--- src/sv/rar_pkg.sv ---
`default_nettype none
package rar_pkg;
	localparam int unsigned VALUE_WIDTH_DEF = 32;
	localparam int unsigned MAG_W = 64;

	localparam logic [2:0] ACT_NORM = 3'd0;
	localparam logic [2:0] ACT_ADD  = 3'd1;
	localparam logic [2:0] ACT_SUB  = 3'd2;
	localparam logic [2:0] ACT_MUL  = 3'd3;
	localparam logic [2:0] ACT_DIV  = 3'd4;

	localparam logic [1:0] ST_OK   = 2'd0;
	localparam logic [1:0] ST_ZDEN = 2'd1;
	localparam logic [1:0] ST_OVF  = 2'd2;

	// datapath commands
	typedef enum logic [2:0] {
		OP_NONE,
		OP_LOAD,
		OP_MUL,
		OP_COMBINE,
		OP_GCD,
		OP_DIV
	} dp_op_t;

	typedef struct packed {
		dp_op_t op;
	} dp_cmd_t;

	typedef struct packed {
		logic zero_den;
		logic zero_num;
		logic gcd_done;
		logic div_done;
	} dp_stat_t;
endpackage
`default_nettype wire

--- src/sv/rar_ctrl.sv ---
`default_nettype none
module rar_ctrl (
	input  wire logic              clk,
	input  wire logic              arst_n,
	input  wire logic              in_fire,
	input  wire logic              out_fire,
	input  wire rar_pkg::dp_stat_t stat,
	output rar_pkg::dp_cmd_t       cmd,
	output logic                   busy,
	output logic                   done
);
	typedef enum logic [2:0] {S_IDLE, S_MUL, S_COMB, S_CHK, S_GCD, S_DIV, S_OUT} state_t;
	state_t state_q;

	always_ff @(posedge clk or negedge arst_n) begin
		if (!arst_n) begin
			state_q <= S_IDLE;
		end else begin
			unique case (state_q)
				S_IDLE: if (in_fire) state_q <= S_MUL;
				S_MUL: state_q <= S_COMB;
				S_COMB: state_q <= S_CHK;
				S_CHK: state_q <= (stat.zero_den || stat.zero_num) ? S_OUT : S_GCD;
				S_GCD: if (stat.gcd_done) state_q <= S_DIV;
				S_DIV: if (stat.div_done) state_q <= S_OUT;
				S_OUT: if (out_fire) state_q <= S_IDLE;
				default: state_q <= S_IDLE;
			endcase
		end
	end

	// command decode
	always_comb begin
		unique case (state_q)
			S_IDLE: cmd.op = in_fire ? rar_pkg::OP_LOAD : rar_pkg::OP_NONE;
			S_MUL: cmd.op = rar_pkg::OP_MUL;
			S_COMB: cmd.op = rar_pkg::OP_COMBINE;
			S_GCD: cmd.op = stat.gcd_done ? rar_pkg::OP_NONE : rar_pkg::OP_GCD;
			S_DIV: cmd.op = rar_pkg::OP_DIV;
			default: cmd.op = rar_pkg::OP_NONE;
		endcase
	end
	assign busy = state_q != S_IDLE;
	assign done = state_q == S_OUT;

	a_out_hold: assert property (@(posedge clk) disable iff (!arst_n)
		(done && !out_fire) |=> done) else $error("result dropped");
	a_no_load_busy: assert property (@(posedge clk) disable iff (!arst_n)
		busy |-> cmd.op != rar_pkg::OP_LOAD) else $error("load while busy");
	a_fire_start: assert property (@(posedge clk) disable iff (!arst_n)
		in_fire |=> busy) else $error("item lost");
endmodule
`default_nettype wire
--- config.mk ---
export PLATFORM = sky130hd
export DESIGN_NAME = rar_ctrl
export DESIGN_NICKNAME = d
export VERILOG_FILES = /design/src/sv/rar_pkg.sv /design/src/sv/rar_ctrl.sv
export SDC_FILE = /design/constraint.sdc
export NUM_CORES = 1
export LEC_CHECK = 0
export CORE_AREA = 2 2 39 41
export DETAILED_ROUTE_END_ITERATION = 10
export DIE_AREA = 0 0 41 43
export DONT_BUFFER_PORTS = 1
export PLACE_DENSITY_LB_ADDON = 0.05
export RECOVER_POWER = 50
export SLEW_MARGIN = 20
export SYNTH_ARGS = -nofsm -noshare
export SYNTH_HDL_FRONTEND = slang
export SYNTH_SLANG_ARGS = --single-unit
--- constraint.sdc ---
create_clock -name clk -period 1.3 [get_ports clk]
set_clock_uncertainty 0.1 [all_clocks]
set_input_delay 0.195 -clock clk [delete_from_list [all_inputs] [get_ports clk]]
set_output_delay 0.195 -clock clk [all_outputs]
set_load 0.1 [all_outputs]
==> metrics.md, run 1 <==
| Metric | Value |
|---|---|
| Worst setup margin | -215 ps |
| Crit path max-delay cell type | or3_4 |
| RR Endpoint | state_q[1]$_DFFE_PN0P_ |
| Cts bufs inserted | 3 |
| Hold Violations, Final | 0 |
| Gr usage total | 9.64% |
| WHS Path Cells | 2 |
| RSZ-0062 raised after global routing | yes |
| FF/Latch Area | 78.8 sq um |
| ANT cells | 0 |
| Pre-antenna DRT Iters | 2 |
| Worst Path Buf+Inv | 0 |
| Post-Syn Area | 199 sq um |
| Failing checks | setup timing |
| Max frequency | 0.660 GHz |
| First-pass GRT wire length | 1030 um |
| Syn Area/Cell | 7.11 sq um |
| DRT iter0 DRCs | 2 |
| Largest net degree at the start of global routing | 9 |
| Starting Density | 14.4% |
| IO Port Bufs | 0 |
| DRC | 0 |
| Clock latency on the worst-skew pair | 230 ps |
| Antenna violations before repair | 0 |
| Endpoint, Worst Hold | state_q[0]$_DFFE_PN0P_ |
| Clk sinks | 3 |
| CORE AREA | 1380 sq um |
| Routed length per instance | 10.7 um |
| CTS Buffer Depth | 2 |
| Area Overhead vs Synth | 133% |
| # IOs | 13 |
| Chain of cells forming the critical path | or3_4 |
| Finish-stage setup viols | 5 |
| Yosys warnings | 0 |
| Min Hold Slack | 35.6 ps |
| Vias post-DR | 246 |
| Biggest regs | state_q (3) |
| Setup CP Type | register to output port |
| Share of cells above drive strength 1 | 61.4% |
| Syn Inst Count | 28 |
| Number of global-route vias before repair | 255 |
| CP required | 1000 ps |
| Post-DP Area | 384 sq um |
| R2r setup slk | 80 ps |
| Row cnt | 14 |
| Crit path arrival time | 1220 ps |
| CTS root buffer | clkbuf_4 |
| Htree depth | 1 |
| Biggest register | state_q |
| CP max FO | 6 |
| Design area | 464 sq um |
| Total gr overflow | 0 |
| Max reg flops | 3 |
| MaxCap Viol Count | 0 |
| Vias per cell | 4.10 |
| Max Transition Viols Final | 0 |
| Fin crit share | 117% |
| Worst-Margin Slew | 294 ps |
| Min Tclk post-route | 1520 ps |
| Vert. Die Dim | 43 um |
| Worst reg2reg path depth | 5 |
| Die width | 41 um |
| CP Capture Type | output port |
| CTS clk-pin slew, worst paths | 30 ps |
| Seq cells post-synth | 3 |
| CTS tree | yes |
| Register area share after synthesis | 37.7% |
| Largest stage delay on the critical path | 540 ps |
| Nets | 53 |
| Hold_sp | in_fire |
| R2r startpoint | state_q[0]$_DFFE_PN0P_ |
| Syn Nets | 36 |
| Post-DP HPWL | 470 um |
| Antenna-violating nets left | 0 |
| HP Class | primary input to register |
| Max-Slew Margin vs Limit | 80.5% |
| Yosys cell types | 13 |
| Fill cells | 146 |
| Area of the multi-input gates | 170 sq um |
| Die area | 1760 sq um |
| Placer Congestion | 0.679 |
| Cell family with most CP delay | simple AND/OR/NAND/NOR gates |
| Startpoint types | register |
| Status | finished, violations left |
| Total wire length | 639 um |
[how the worst max path moves through the flow]
stage / start / endpoint / depth (start not counted)
floorplan: state_q[1]$_DFFE_PN0P_ / cmd[1] / 2
global placement: state_q[1]$_DFFE_PN0P_ / cmd[1] / 4
detailed placement: state_q[1]$_DFFE_PN0P_ / cmd[1] / 4
CTS: state_q[0]$_DFFE_PN0P_ / busy / 1
global route: state_q[1]$_DFFE_PN0P_ / cmd[1] / 3
finish: state_q[0]$_DFFE_PN0P_ / busy / 1
[Yosys cell counts, drive strengths merged]
cell type	count	area share, %
o21ai	6	15
nand2	4	7.5
a21oi	3	7.5
dfrtp	3	38
nor2	3	5.7
inv	2	3.8
nand2b	2	6.3
a31o	1	4.4
and3	1	3.1
buf	1	2.5
nor2b	1	3.1
or3	1	3.1
[layout by cell type, fill, tap and decap left out, drive strengths merged]
| cell | count |
|---|---|
| nand2b | 2 |
| and3 | 1 |
| dfrtp | 3 |
| or3 | 1 |
| nor2 | 3 |
| inv | 2 |
| nor2b | 1 |
| a21oi | 3 |
| clkbuf | 4 |
| a31o | 1 |
| buf | 12 |
| dlygate4sd3 | 1 |
| o21ai | 6 |
| nand2 | 4 |
[stage by stage]
stage | setup slack, ps | std cells | setup TNS (ps) | utilization (%)
floorplan | -191 | 28 | -455 | -
detailed placement | -39.3 | 53 | -74.0 | 27.8
finish | -215 | 60 | -927 | 33.5
global placement | -43.4 | 53 | -108 | 27.8
CTS | -232 | 58 | -1020 | 32.5
global route | -257 | 60 | -1160 | 33.5
[per-layer routing]
| layer | wire length (um) | vias up | GRT usage, % | share of wire [%] |
|---|---|---|---|---|
| met5 | 0 | - | 0 | 0 |
| met3 | 39 | 0 | 2.62 | 6.1 |
| met4 | 0 | 0 | 12.0 | 0 |
| li1 | - | 131 | - | - |
| met2 | 324 | 8 | 10.9 | 51 |
| met1 | 275 | 107 | 12.2 | 43 |
[cell families (layout without fill, tap and decap cells)]
| kind of cell | Yosys count | after routing | synth area share [%] |
|---|---|---|---|
| and+or+nand+nor | 12 | 12 | 28.9 |
| AOI/OAI and AO/OA | 10 | 10 | 27.0 |
| buffers and inverters | 3 | 19 | 6.29 |
| DFF | 3 | 3 | 37.7 |
[final cells by class]
| type | count | share of cell area, % |
|---|---|---|
| timing repair buffer | 13 | 34.8 |
| sequential | 3 | 17.0 |
| tap | 16 | 4.31 |
| clock buffer | 4 | 5.66 |
| multi-input combinational | 22 | 36.7 |
| inverter | 2 | 1.62 |
[what timing repair did]
action,CTS,global route
pin swaps,4,0
hold buffers,1,0
gates resized for setup,9,0
setup buffers,1,2
endpoints found under the hold margin,3,0
setup endpoints to repair,5,5
Power of run 1 is not shown: default switching activity piles up to over one toggle a cycle in this logic, so the estimate is an artifact.
==> inputs of run 2 (changes only) <==
--- a/config.mk
+++ b/config.mk
@@ -11,6 +11,7 @@
 export DONT_BUFFER_PORTS = 1
 export PLACE_DENSITY_LB_ADDON = 0.05
 export RECOVER_POWER = 50
+export SETUP_SLACK_MARGIN = 0.15
 export SLEW_MARGIN = 20
 export SYNTH_ARGS = -nofsm -noshare
 export SYNTH_HDL_FRONTEND = slang
==> run 2 against run 1 <==
The flow still finishes with violations (setup timing). Fmax fell by 1.1%. Core utilization shrank 0.63 points. Global-route usage down 0.42 points. Register-to-register slack hardly changed. Critical path depth is 2 higher. Critical path type unchanged. Critical endpoint is now done.
==> metrics.md, run 2 (synthesized netlist as in run 1, its figures left out) <==
| Metric | Value |
|---|---|
| Post-DP HPWL | 510 um |
| Total gr overflow | 0 |
| Antenna-violating nets left | 0 |
| Startpoint types | register |
| Number of global-route vias before repair | 270 |
| Fin crit share | 118% |
| First-pass GRT wire length | 1060 um |
| CP required | 1000 ps |
| DRC | 0 |
| Max-Slew Margin vs Limit | 80.5% |
| Setup CP Type | register to output port |
| Finish-stage setup viols | 5 |
| Starting Density | 14.4% |
| IO Port Bufs | 0 |
| Hold Violations, Final | 0 |
| Row cnt | 14 |
| RSZ-0062 raised after global routing | yes |
| Vias per cell | 4.23 |
| Worst setup margin | -232 ps |
| Worst-Margin Slew | 295 ps |
| Vert. Die Dim | 43 um |
| Min Tclk post-route | 1530 ps |
| Post-place setup slack | -51.7 ps |
| Gr usage total | 9.22% |
| Max frequency | 0.653 GHz |
| CTS tree | yes |
| Max Transition Viols Final | 0 |
| R2r setup slk | 80 ps |
| Met2 routed WL | 353 um |
| Failing checks | setup timing |
| Biggest regs | state_q (3) |
| Pre-antenna DRT Iters | 2 |
| Status | finished, violations left |
| Uppermost layer routed | met3 |
| CTS Buffer Depth | 2 |
| WHS Path Cells | 2 |
| Share of cells above drive strength 1 | 63.6% |
| Commonest non-fill, non-tap cell in the layout | buf_4 |
| Htree depth | 1 |
| CTS root buffer | clkbuf_4 |
| Max reg flops | 3 |
| Nets | 53 |
| M1 WL | 277 um |
| Crit path arrival time | 1240 ps |
| Placer Congestion | 0.648 |
| Area Overhead vs Synth | 129% |
| Die area | 1760 sq um |
| Final core occ | 32.9% |
| CP max FO | 7 |
| CP Capture Type | output port |
| Largest net degree at the start of global routing | 8 |
| Cts bufs inserted | 3 |
| Fill cells | 143 |
| CTS clk-pin slew, worst paths | 30 ps |
| Most frequent cells in the layout | 8 x buf_4, 4 x buf_12 |
| Total wire length | 653 um |
| Biggest register | state_q |
| Antenna violations before repair | 0 |
| ANT cells | 0 |
| Clock latency on the worst-skew pair | 230 ps |
| Vias post-DR | 254 |
| Worst reg2reg path depth | 5 |
| Clk sinks | 3 |
| HP Class | primary input to register |
| Die width | 41 um |
| DRT iter0 DRCs | 7 |
| Routed length per instance | 10.9 um |
| WL met3 | 22 um |
| MaxCap Viol Count | 0 |
| # IOs | 13 |
| CORE AREA | 1380 sq um |
-- run 2: worst max-delay path, stage by stage (launching register included) --
cell and delay, ps:
dfrtp_2 430, buf_4 180, and3_2 230, buf_12 170
-- run 2: worst paths after layout --
path / startpoint / end
max in group asynchronous: arst_n / state_q[0]$_DFFE_PN0P_
min reg2reg: state_q[2]$_DFFE_PN0P_ / state_q[0]$_DFFE_PN0P_
min in group asynchronous: arst_n / state_q[1]$_DFFE_PN0P_
max: state_q[2]$_DFFE_PN0P_ / done
min: out_fire / state_q[1]$_DFFE_PN0P_
max reg2reg: state_q[0]$_DFFE_PN0P_ / state_q[0]$_DFFE_PN0P_
-- run 2: cell type report --
type                            count  area (sq um)  area share [%]
Clock buffer                        4          26.3            5.77
Inverter                            2          7.51            1.65
Multi-Input combinational cell     22           173            37.9
Sequential cell                     3          78.8            17.3
Tap cell                           16          20.0            4.40
Timing Repair Buffer               13           150            33.0
-- run 2: through the flow --
| step | instances | hold WS, ps | instance area [sq um] | setup TNS (ps) |
|---|---|---|---|---|
| 2_1_floorplan | 28 | -201 | 260 | -504 |
| 3_3_place_gp | 53 | -201 | 394 | -63.4 |
| 3_5_place_dp | 53 | -200 | 394 | -77.6 |
| 4_1_cts | 59 | 77.3 | 448 | -1090 |
| 5_1_grt | 60 | 72.9 | 455 | -1320 |
| 6_report | 60 | 84.5 | 455 | -1030 |
-- run 2: what timing repair did --
action,CTS,global route
pin swaps,2,1
hold buffers,1,0
resized for setup,5,0
endpoints found under the setup margin,6,7
hold endpoints to repair,3,0
buffers inserted,1,1
-- run 2: per-layer routing --
metal | track usage [%] | vias to the layer above
met1 | 10.5 | 121
met5 | 0 | -
met2 | 12.8 | 7
met4 | 8.00 | 0
met3 | 3.14 | 0
li1 | - | 126
Power of run 2 is left out for the same reason.
==> inputs of run 3 (changes only) <==
--- a/config.mk
+++ b/config.mk
@@ -5,10 +5,10 @@
 export SDC_FILE = /design/constraint.sdc
 export NUM_CORES = 1
 export LEC_CHECK = 0
+export BUFFER_PORTS_ARGS = -buffer_cell sky130_fd_sc_hd__buf_4
 export CORE_AREA = 2 2 39 41
 export DETAILED_ROUTE_END_ITERATION = 10
 export DIE_AREA = 0 0 41 43
-export DONT_BUFFER_PORTS = 1
 export PLACE_DENSITY_LB_ADDON = 0.05
 export RECOVER_POWER = 50
 export SETUP_SLACK_MARGIN = 0.15
==> run 3 against run 2 <==
The run still ends with setup timing left. Via count rose by 14%. Final cell count increased by 17%. Global-route usage is 1.7 points higher. Count of clock-buffer cells in the layout is the same. Sequential share of layout area is 3.2 points lower. First-iteration DRC count fell by 57%. Highest routed layer unchanged. Largest cell class is now buffers.
==> metrics.md, run 3 (synthesized netlist as in run 1, its figures left out) <==
| Metric | Value |
|---|---|
| Post-DP Area | 397 sq um |
| First-pass GRT wire length | 1230 um |
| Clock latency on the worst-skew pair | 240 ps |
| Hold_sp | in_fire |
| R2r setup slk | 110 ps |
| Starting Density | 14.4% |
| Endpoint, Worst Hold | state_q[0]$_DFFE_PN0P_ |
| Vias post-DR | 290 |
| Number of global-route vias before repair | 316 |
| Max reg flops | 3 |
| CTS clk-pin slew, worst paths | 30 ps |
| Failing checks | setup timing |
| Met3 Track Usage GR | 1.57% |
| HP Class | primary input to register |
| Total gr overflow | 0 |
| ANT cells | 0 |
| Placer Congestion | 0.639 |
| Status | finished, violations left |
| Antenna violations before repair | 0 |
| Min Tclk post-route | 1550 ps |
| RR Endpoint | state_q[1]$_DFFE_PN0P_ |
| Total wire length | 691 um |
| Startpoint types | register |
| Die area | 1760 sq um |
| Vert. Die Dim | 43 um |
| CP max FO | 7 |
| Htree depth | 1 |
| Fill cells | 157 |
| Area of the multi-input gates | 183 sq um |
| Max Transition Viols Final | 0 |
| GR peak layer | met2 |
| Share of cells above drive strength 1 | 74.1% |
| R2r startpoint | state_q[0]$_DFFE_PN0P_ |
| Most frequent cells in the layout | 14 x buf_4, 5 x buf_12, 3 x nand2_1, 3 x clkbuf_4, 3 x dfrtp_2 |
| Gr usage total | 10.9% |
| CP Capture Type | output port |
| Worst reg2reg path depth | 5 |
| Biggest regs | state_q (3) |
| CTS root buffer | clkbuf_4 |
| Antenna-violating nets left | 0 |
| GR Util met2 | 15.9% |
| Largest net degree at the start of global routing | 9 |
| M1 GR Usage | 11.9% |
| Commonest non-fill, non-tap cell in the layout | buf_4 |
| # IOs | 13 |
| IO Port Bufs | 12 |
| CTS tree | yes |
| Max frequency | 0.644 GHz |
| CTS Buffer Depth | 2 |
| Row cnt | 14 |
| Pre-antenna DRT Iters | 2 |
| Worst-Margin Slew | 178 ps |
| Post-place setup slack | -181 ps |
| Area Overhead vs Synth | 180% |
| CP required | 1000 ps |
| MaxCap Viol Count | 0 |
| Hold Violations, Final | 0 |
| Post-DP HPWL | 516 um |
| Nets | 63 |
| Die width | 41 um |
| Vias per cell | 4.14 |
| Clk sinks | 3 |
| Setup CP Type | register to output port |
| Design area | 557 sq um |
| Cts bufs inserted | 3 |
| Max-Slew Margin vs Limit | 88.1% |
| Finish-stage setup viols | 5 |
| FF/Latch Area | 78.8 sq um |
| Worst setup margin | -253 ps |
| WHS Path Cells | 3 |
| Fin crit share | 119% |
| RSZ-0062 raised after global routing | yes |
| DRT iter0 DRCs | 3 |
| CORE AREA | 1380 sq um |
| Routed length per instance | 9.87 um |
| Biggest register | state_q |
| Crit path arrival time | 1260 ps |
| DRC | 0 |
## run 3: final cells by class
| class | instances | area share [%] |
|---|---|---|
| clock buffers | 4 | 4.72 |
| inverters | 2 | 1.35 |
| multi-input cells | 22 | 32.8 |
| flip-flops and latches | 3 | 14.2 |
| well taps | 16 | 3.60 |
| repair buffers | 23 | 43.4 |
## run 3: repair_timing
| item | 4_1_cts | 5_1_grt |
|---|---|---|
| setup endpoints to repair | 7 | 8 |
| buffers inserted | 3 | 2 |
| resized for setup | 15 | 11 |
| pin swaps | 2 | 1 |
| hold buffers | 1 | 0 |
| hold endpoints to repair | 3 | 0 |
## run 3: metal layers
metal  share of wire, %  vias to the layer above
li1                   -                      147
met1                 39                      136
met2                 57                        7
met3                4.1                        0
met4                  0                        0
met5                  0                        -
## run 3: through the flow
stage / util [%] / instances / hold WS (ps) / setup TNS, ps
2_1_floorplan: - / 28 / -201 / -504
3_3_place_gp: 28.7 / 60 / -115 / -337
3_5_place_dp: 28.7 / 60 / -116 / -425
4_1_cts: 36.7 / 68 / 169 / -1190
5_1_grt: 40.2 / 70 / 156 / -1320
6_report: 40.2 / 70 / 134 / -1040
## run 3: worst max-delay path by stage
stage                                      start      to  slack (ps)  cells after the start
after floorplan           state_q[0]$_DFFE_PN0P_  cmd[1]        -190                      3
after detailed placement  state_q[1]$_DFFE_PN0P_  cmd[0]        -180                      3
after global routing      state_q[2]$_DFFE_PN0P_    busy        -300                      2
final                     state_q[2]$_DFFE_PN0P_    busy        -250                      2
after global placement    state_q[1]$_DFFE_PN0P_  cmd[0]        -140                      3
after CTS                 state_q[2]$_DFFE_PN0P_    busy        -260                      2
## run 3: worst max-delay path, stage by stage (launching register included)
cell and delay (ps):
dfrtp_2 440, or3_4 410, buf_12 170
Power of run 3 is left out for the same reason.
